`src/sv/kpd_pkg.sv`:
```
// Package for the ladder keypad decoder: widths, codes, register reset values
// and the structs passed between the decoder modules. No dependencies.
`timescale 1ns / 1ps

package kpd_pkg;

   localparam int unsigned SampleWidth   = 8;
   localparam int unsigned KeyWidth      = 3;
   localparam int unsigned HoldWidth     = 16;
   localparam int unsigned NumKeys       = 6;
   localparam int unsigned WantWidth     = 4;
   localparam int unsigned CsrIndexWidth = 3;
   localparam int unsigned CsrDataWidth  = 48;

   typedef logic [SampleWidth-1:0] sample_type;
   typedef logic [KeyWidth-1:0]    key_type;
   typedef logic [HoldWidth-1:0]   hold_type;
   typedef logic [WantWidth-1:0]   want_type;

   localparam key_type NoKey = 3'd6;

   // bit positions within one key's wants nibble
   localparam int unsigned WantPress   = 0;
   localparam int unsigned WantRelease = 1;
   localparam int unsigned WantRepeat  = 2;
   localparam int unsigned WantLong    = 3;

   typedef enum logic [1:0] {
      EvPress   = 2'd0,
      EvRelease = 2'd1,
      EvLong    = 2'd2,
      EvRepeat  = 2'd3
   } event_kind_type;

   typedef enum logic [1:0] {
      RepNone = 2'd0,
      RepAuto = 2'd1,
      RepLong = 2'd2
   } repeat_status_type;

   typedef enum logic [CsrIndexWidth-1:0] {
      RegBoundaries = 3'd0,
      RegWants      = 3'd1,
      RegNoise      = 3'd2,
      RegLongCount  = 3'd3,
      RegRepStart   = 3'd4,
      RegRepPeriod  = 3'd5
   } csr_index_type;

   typedef struct packed {
      logic [NumKeys*SampleWidth-1:0] boundaries;
      logic [NumKeys*WantWidth-1:0]   wants;
      sample_type                     noise_limit;
      hold_type                       long_count;
      hold_type                       rep_start;
      hold_type                       rep_period;
   } cfg_type;

   typedef struct packed {
      logic           valid;
      event_kind_type kind;
      key_type        key;
   } event_type;

   localparam logic [NumKeys*SampleWidth-1:0] BoundariesReset = 48'hDCB48C643C14;
   localparam logic [NumKeys*WantWidth-1:0]   WantsReset      = 24'h666666;
   localparam sample_type                     NoiseReset      = 8'd4;
   localparam hold_type                       LongCountReset  = 16'd100;
   localparam hold_type                       RepStartReset   = 16'd50;
   localparam hold_type                       RepPeriodReset  = 16'd10;
   localparam sample_type                     SampleMax       = 8'hFF;

endpackage

```
`src/sv/kpd_csr.sv`:
```
// Configuration registers of the ladder keypad decoder.
// Depends on kpd_pkg for the register map and reset values.
`timescale 1ns / 1ps

module kpd_csr import kpd_pkg::*; (
   input  logic                     clock,
   input  logic                     reset,
   input  logic                     csr_wr_en,
   input  logic [CsrIndexWidth-1:0] csr_index,
   input  logic [CsrDataWidth-1:0]  csr_wdata,
   output cfg_type                  cfg
);

   cfg_type cfg_ff;

   always_ff @(posedge clock) begin
      if (reset) begin
         cfg_ff.boundaries  <= BoundariesReset;
         cfg_ff.wants       <= WantsReset;
         cfg_ff.noise_limit <= NoiseReset;
         cfg_ff.long_count  <= LongCountReset;
         cfg_ff.rep_start   <= RepStartReset;
         cfg_ff.rep_period  <= RepPeriodReset;
      end else if (csr_wr_en) begin
         case (csr_index_type'(csr_index))
            RegBoundaries: begin
               cfg_ff.boundaries <= csr_wdata[NumKeys*SampleWidth-1:0];
            end
            RegWants: begin
               cfg_ff.wants <= csr_wdata[NumKeys*WantWidth-1:0];
            end
            RegNoise: begin
               cfg_ff.noise_limit <= csr_wdata[SampleWidth-1:0];
            end
            RegLongCount: begin
               cfg_ff.long_count <= csr_wdata[HoldWidth-1:0];
            end
            RegRepStart: begin
               cfg_ff.rep_start <= csr_wdata[HoldWidth-1:0];
            end
            RegRepPeriod: begin
               cfg_ff.rep_period <= csr_wdata[HoldWidth-1:0];
            end
            default: begin
               // unmapped index: drop the write
            end
         endcase
      end
   end

   assign cfg = cfg_ff;

endmodule

```
`src/sv/kpd_event.sv`:
```
// Key state tracking and event generation for the ladder keypad decoder:
// noise gate, ladder classification, hold counter and autorepeat state.
// Depends on kpd_pkg.
`timescale 1ns / 1ps

module kpd_event import kpd_pkg::*; (
   input  logic       clock,
   input  logic       reset,
   input  logic       item_fire,
   input  sample_type sample,
   input  cfg_type    cfg,
   output event_type  evt
);

   sample_type        prev_ff;
   key_type           key_ff;
   hold_type          hold_ff;
   repeat_status_type status_ff;

   key_type           key_in;
   hold_type          hold_in;
   repeat_status_type status_in;

   logic [SampleWidth:0] diff;
   logic                 used;
   key_type              new_key;
   want_type             w_new;
   want_type             w_old;
   hold_type             hold_inc;

   function automatic want_type wants_of(input cfg_type c, input key_type k);
      want_type w;
      w = '0;
      case (k)
         3'd0: w = c.wants[0*WantWidth +: WantWidth];
         3'd1: w = c.wants[1*WantWidth +: WantWidth];
         3'd2: w = c.wants[2*WantWidth +: WantWidth];
         3'd3: w = c.wants[3*WantWidth +: WantWidth];
         3'd4: w = c.wants[4*WantWidth +: WantWidth];
         3'd5: w = c.wants[5*WantWidth +: WantWidth];
         default: w = '0;
      endcase
      return w;
   endfunction

   // lowest boundary that the sample is below decides
   always_comb begin
      new_key = NoKey;
      for (int i = NumKeys - 1; i >= 0; i--) begin
         if (sample < cfg.boundaries[i*SampleWidth +: SampleWidth]) begin
            new_key = key_type'(NumKeys - 1 - i);
         end
      end
   end

   always_comb begin
      diff = (prev_ff > sample) ? ({1'b0, prev_ff} - {1'b0, sample})
                                : ({1'b0, sample} - {1'b0, prev_ff});
      used = diff < {1'b0, cfg.noise_limit};
   end

   assign w_new    = wants_of(cfg, new_key);
   assign w_old    = wants_of(cfg, key_ff);
   assign hold_inc = hold_ff + 16'd1;

   always_comb begin
      key_in    = key_ff;
      hold_in   = hold_ff;
      status_in = status_ff;
      evt       = '{valid: 1'b0, kind: EvPress, key: new_key};
      if (used) begin
         if (key_ff != new_key) begin
            if (key_ff == NoKey) begin
               key_in    = new_key;
               hold_in   = '0;
               status_in = RepNone;
               if (w_new[WantPress]) begin
                  evt = '{valid: 1'b1, kind: EvPress, key: new_key};
               end
            end else begin
               // a jump straight to another key counts as a release
               key_in = NoKey;
               if (w_old[WantRelease] && status_ff == RepNone) begin
                  evt = '{valid: 1'b1, kind: EvRelease, key: key_ff};
               end
            end
         end else if (new_key != NoKey) begin
            hold_in = hold_inc;
            if (hold_inc == cfg.long_count && w_new[WantLong]) begin
               evt       = '{valid: 1'b1, kind: EvLong, key: new_key};
               status_in = RepLong;
            end
            if (w_new[WantRepeat]) begin
               if (status_in == RepNone) begin
                  if (hold_inc == cfg.rep_start) begin
                     status_in = RepAuto;
                     hold_in   = '0;
                     evt       = '{valid: 1'b1, kind: EvRepeat, key: new_key};
                  end
               end else if (status_in == RepAuto && hold_inc == cfg.rep_period) begin
                  hold_in = '0;
                  evt     = '{valid: 1'b1, kind: EvRepeat, key: new_key};
               end
            end
         end
      end
   end

   always_ff @(posedge clock) begin
      if (reset) begin
         prev_ff   <= SampleMax;
         key_ff    <= NoKey;
         hold_ff   <= '0;
         status_ff <= RepNone;
      end else if (item_fire) begin
         prev_ff   <= sample;
         key_ff    <= key_in;
         hold_ff   <= hold_in;
         status_ff <= status_in;
      end
   end

endmodule

```
`src/sv/ladder_keypad_decoder.sv`:
```
// Ladder keypad decoder: takes one converter sample per item on req_ and
// gives zero or one key event per item on rsp_. One item is taken every
// cycle unless the flow stops; an item goes through the input register, then
// decode logic into the result register. The flow stops only while a result
// is held on rsp_ with rsp_tready low, in which case one more item is still
// taken into the input register. Configuration writes on csr_ take effect at
// once and are meant for times when no item is in flight.
`timescale 1ns / 1ps

module ladder_keypad_decoder import kpd_pkg::*; (
   input  logic                     clock,
   input  logic                     reset,
   // request channel
   input  logic                     req_tvalid,
   output logic                     req_tready,
   input  logic [7:0]               req_tdata,   // [7:0] sample
   // response channel
   output logic                     rsp_tvalid,
   input  logic                     rsp_tready,
   output logic [7:0]               rsp_tdata,   // [2:0] key_index, [7:3] zero
   output logic [1:0]               rsp_tuser,   // [1:0] event_kind
   // configuration
   input  logic                     csr_wr_en,
   input  logic [CsrIndexWidth-1:0] csr_index,
   input  logic [CsrDataWidth-1:0]  csr_wdata
);

   cfg_type    cfg;
   event_type  evt;

   logic       in_valid_ff;
   sample_type in_sample_ff;
   logic       out_valid_ff;
   key_type    out_key_ff;
   event_kind_type out_kind_ff;

   logic       advance;
   logic       item_fire;

   kpd_csr u_csr (
      .clock     (clock),
      .reset     (reset),
      .csr_wr_en (csr_wr_en),
      .csr_index (csr_index),
      .csr_wdata (csr_wdata),
      .cfg       (cfg)
   );

   kpd_event u_event (
      .clock     (clock),
      .reset     (reset),
      .item_fire (item_fire),
      .sample    (in_sample_ff),
      .cfg       (cfg),
      .evt       (evt)
   );

   // result register free or being emptied this cycle
   assign advance    = !out_valid_ff || rsp_tready;
   assign item_fire  = in_valid_ff && advance;
   assign req_tready = !in_valid_ff || advance;

   always_ff @(posedge clock) begin
      if (reset) begin
         in_valid_ff <= 1'b0;
      end else if (req_tready) begin
         in_valid_ff <= req_tvalid;
      end
   end

   always_ff @(posedge clock) begin
      if (req_tready && req_tvalid) begin
         in_sample_ff <= req_tdata[SampleWidth-1:0];
      end
   end

   always_ff @(posedge clock) begin
      if (reset) begin
         out_valid_ff <= 1'b0;
      end else if (advance) begin
         out_valid_ff <= item_fire && evt.valid;
      end
   end

   always_ff @(posedge clock) begin
      if (advance) begin
         out_key_ff  <= evt.key;
         out_kind_ff <= evt.kind;
      end
   end

   assign rsp_tvalid = out_valid_ff;
   assign rsp_tdata  = {5'd0, out_key_ff};
   assign rsp_tuser  = out_kind_ff;

endmodule
```
`config.mk`:
```
export PLATFORM = sky130hd
export DESIGN_NAME = ladder_keypad_decoder
export DESIGN_NICKNAME = d
export VERILOG_FILES = /design/src/sv/kpd_pkg.sv /design/src/sv/kpd_csr.sv /design/src/sv/kpd_event.sv /design/src/sv/ladder_keypad_decoder.sv
export SDC_FILE = /design/constraint.sdc
export NUM_CORES = 1
export LEC_CHECK = 0
export ABC_AREA = 1
export BUFFER_PORTS_ARGS = -buffer_cell sky130_fd_sc_hd__buf_2
export CAP_MARGIN = 20
export CORE_UTILIZATION = 44
export DETAILED_ROUTE_END_ITERATION = 16
export SETUP_SLACK_MARGIN = 0.3
export SLEW_MARGIN = 30
export SYNTH_ARGS = -nofsm -noshare
export SYNTH_HDL_FRONTEND = slang
export SYNTH_HIERARCHICAL = 1
export SYNTH_SLANG_ARGS = --single-unit
```
`constraint.sdc`:
```
create_clock -name clock -period 4.07 [get_ports clock]
set_input_delay 0.814 -clock clock [delete_from_list [all_inputs] [get_ports clock]]
set_output_delay 0.814 -clock clock [all_outputs]
set_load 0.005 [all_outputs]
```
==> impl_metrics.ini <==
[flow_run]
drv_cap = 0

[sta]
skew_ps = 11.25
finalMaxSlewViolations = 0
max-slew-margin-rel_pct = 37.05
tns_ps = 0
tightest_slew_ps = 942.0
hold_viol = 0
setup_slack_ps = 315.5
setup_viol = 0
fin_crit_ps = 3754
period_share_pct = 92.25
rsz0062_at_grt = true
max_freq_mhz = 266.3

[route]
wl_met1_um = 13790
drc_errors = 0
antenna_left = 0
wl_met3_um = 1134
top_layer = met4
drt_first_pass_iters = 5
totalWireLength_um = 28830
via_count = 9519
wl_met2_um = 12950
wl_per_cell_um = 15.11
drt_first_iter_violations = 634
routed_via_density = 4.989

[clocking]
h-tree-depth = 4
clockRootBuffer = clkbuf_16
clk_pin_slew_ps = 70
cts_sinks = 172
clkLatencyLatePin_ps = 440
numCtsBuffers = 17
cts_tree = built
cts_buffer_depth = 2

[outcome]
status = complete, no violations

[pwr]
fin_total_pwr_w = 0.004335
worst_ir_drop_vdd_uv = 226.7
swShare_pct = 28.56
power.switching_w = 0.001238
power_density_mw_per_mm2 = 362.8
leakagePower_nw = 5.794
internal-power_w = 0.003097
combPwrFrac_pct = 17.3
seqPwrFrac_pct = 41.7
pwr-share-clk_pct = 41.0

[floorplanning]
dieArea_mm2 = 0.02394
initial_core_util_pct = 45.06
chipHeight_um = 154.7
boundaryPins = 76
rows = 55
coreArea_mm2 = 0.02278
die_x_um = 154.7

[critical_path]
cp_max_fo = 9
critPathSlowestCell = edfxtp_1
cp_top_family = simple AND/OR/NAND/NOR gates
cp-start-kind = flop
cpMostUsedCell = nand4_1
critical_path_class = reg2reg
path_cells = inv_1, ha_4, inv_2, nor3_4, nand4_1, nand2_8, mux2i_4, xor2_1, inv_1, ha_1, nand2_1, inv_2, nand4_1, nand4_1, a21oi_1, o21ai_1, nand2_1, nand3_4, nor2_4, nor3b_4, buf_6, buf_12, nand3_2, a21oi_2
worstSetupEndpointType = flop
cpPeakStageDelay_ps = 350
crit_buf_inv = 6
critPathRequiredTime_ps = 4430
crit_arrival_ps = 4120

[place]
dp.cells = 1856
gp_congestion = 0.8708
dp_slack_ps = 120.6
dp_hpwl_um = 20620
portBuffers = 70

[yosys]
synth_compound_area_share_pct = 6.960
synth_xor_area_share_pct = 2.694
ys_seq_area_share_pct = 34.81
yosysWarnings = 6
synth_edf_count = 13
async_reset_ff_share_pct = 0
syn_inst = 1510
synth_top_family_by_area = simple AND/OR/NAND/NOR gates
synth.area.mux_share_pct = 0.3169
ys_ff_latch = 172
syn_area_per_cell_um2 = 6.798
synth_fa_ha_area_share_pct = 8.435
synth-simple-area-share_pct = 36.30
synth_cell_types = 52
syn_area_mm2 = 0.01026
synth_flop_cell = dfxtp_1

[global_route]
grt_pass1_wl_um = 46480
grt_overflow_total = 0
grt_pass1_vias = 8830
grtUsageTotal_pct = 24.95
antenna_found_initial = 0
grt_max_degree = 63

[finish]
num_antenna_cells = 0
nFillCells = 2337
drive_above_1_share_pct = 15.11
utilization_pct = 52.46
syn_to_final_growth_pct = 16.41
final_cells = 1908
final_nets = 1714

[hold_path]
hold_class = reg2reg
-- metrics by stage --
step	hold slack, ps	cell area (um^2)
2_1_floorplan	428.9	10290
3_3_place_gp	450.3	10880
3_5_place_dp	456.0	10900
4_1_cts	474.3	11750
5_1_grt	485.9	11950
6_report	472.2	11950
-- final cells by class --
class                   instances  area [um^2]  share of cell area [%]
multi-input cells            1087         5891                   49.30
clock inverters                13        188.9                   1.581
inverters                     197        744.5                   6.230
well taps                     313        391.6                   3.277
flip-flops and latches        172         3573                   29.91
clock buffers                  19        442.9                   3.707
repair buffers                107        716.9                   6.000
-- layout by cell type (no fill, tap or decap), types with 5 or more instances in the layout --
master and instances:
nor2_1 227, edfxtp_1 13, nand2_1 382, o21ai_2 6, a21oi_2 15, nand2_2 7, ha_1 59, xnor2_1 9
xor2_1 20, inv_2 15, or2_2 6, buf_4 29, buf_2 70, a21oi_1 50, nor2_4 10, clkbuf_16 17
nand4_1 16, o21ai_0 22, conb_1 5, inv_1 179, nand3_1 166, nand3_2 15, dfxtp_1 159, ha_4 7
nor3_1 10
-- synthesized netlist by cell type (3+ instances only) --
| cell type | instances | area share (%) |
|---|---|---|
| nor3_2 | 3 | 0.29 |
| o211ai_1 | 4 | 0.29 |
| or2_0 | 3 | 0.18 |
| buf_6 | 5 | 0.55 |
| nand2_2 | 7 | 0.43 |
| inv_1 | 189 | 6.9 |
| nand2_1 | 384 | 14 |
| o21ai_0 | 26 | 1.3 |
| ha_1 | 66 | 8.0 |
| clkbuf_1 | 17 | 0.62 |
| o21ai_1 | 5 | 0.24 |
| dfxtp_1 | 159 | 31 |
| xor2_1 | 20 | 1.7 |
| nand4_1 | 16 | 0.98 |
| nor2_2 | 4 | 0.24 |
| or2_2 | 6 | 0.37 |
| buf_2 | 26 | 1.3 |
| edfxtp_1 | 13 | 3.8 |
| o21bai_1 | 3 | 0.22 |
| a21oi_2 | 10 | 0.85 |
| xnor2_1 | 9 | 0.77 |
| buf_4 | 11 | 0.80 |
| nand3_2 | 13 | 1.3 |
| nor3_1 | 10 | 0.49 |
| o21a_1 | 4 | 0.29 |
| a21oi_1 | 55 | 2.7 |
| nor2_1 | 232 | 8.5 |
| nand3b_1 | 3 | 0.22 |
| nor2_4 | 5 | 0.55 |
| inv_2 | 7 | 0.26 |
| nand3_1 | 170 | 8.3 |
-- sequential cells by signal, summed over array words and instances, names as in the netlist --
name and count:
u_csr/cfg 128, u_event/hold_ff 16, in_sample_ff 8, u_event/prev_ff 8, out_key_ff 3, u_event/key_ff 3
rsp_tuser 2, u_event/status_ff 2, in_valid_ff 1, rsp_tvalid 1
-- worst reg2reg max path: stages, from the launching register on --
cell and delay [ps]:
edfxtp_1 350, inv_1 70, ha_4 300, inv_2 60
nor3_4 190, nand4_1 270, nand2_8 190, mux2i_4 250
xor2_1 170, inv_1 60, ha_1 260, nand2_1 70
inv_2 40, nand4_1 60, nand4_1 80, a21oi_1 150
o21ai_1 80, nand2_1 110, nand3_4 100, nor2_4 100
nor3b_4 230, buf_6 140, buf_12 130, nand3_2 90
a21oi_2 140
-- cell families after synthesis --
kind of cell	Yosys count
AND/OR/NAND/NOR	860
buffers and inverters	256
flip-flops	172
AO/OA/AOI/OAI	120
adder cells (fa/ha/maj)	68
XOR/XNOR	30
multiplexers	3
other	1
-- metal layers --
| metal | vias to the layer above | GRT usage [%] |
|---|---|---|
| li1 | 4915 | - |
| met1 | 4339 | 32.78 |
| met2 | 222 | 40.81 |
| met3 | 43 | 3.783 |
| met4 | 0 | 10.33 |
| met5 | - | 0 |
-- power groups by stage --
stage	sequential (W)	combinational, W	clock (W)
2_1_floorplan	0.00184	0.000474	0
3_3_place_gp	0.00184	0.000669	0
3_5_place_dp	0.00184	0.000676	0
4_1_cts	0.00181	0.000715	0.00181
5_1_grt	0.00181	0.000844	0.00189
6_report	0.00181	0.000752	0.00178
-- worst paths after layout --
path | startpoint | endpoint | slack, ps | cells after the start
worst min register to register | u_csr/cfg[111] | u_csr/cfg[111] | 470 | 2
worst min-delay path | u_csr/cfg[111] | u_csr/cfg[111] | 470 | 2
worst max register to register | in_sample_ff[4] | u_event/hold_ff[5] | 320 | 24
worst max-delay path | in_sample_ff[4] | u_event/hold_ff[5] | 320 | 24
-- timing repair --
| action | 4_1_cts | 5_1_grt |
|---|---|---|
| pin swaps | 10 | 13 |
| gates cloned | 2 | 0 |
| setup endpoints to repair | 23 | 26 |
| gates resized for setup | 18 | 35 |
| setup buffers | 13 | 5 |
| hold buffers | 0 | 0 |
Power figures use the tool's default switching activity.
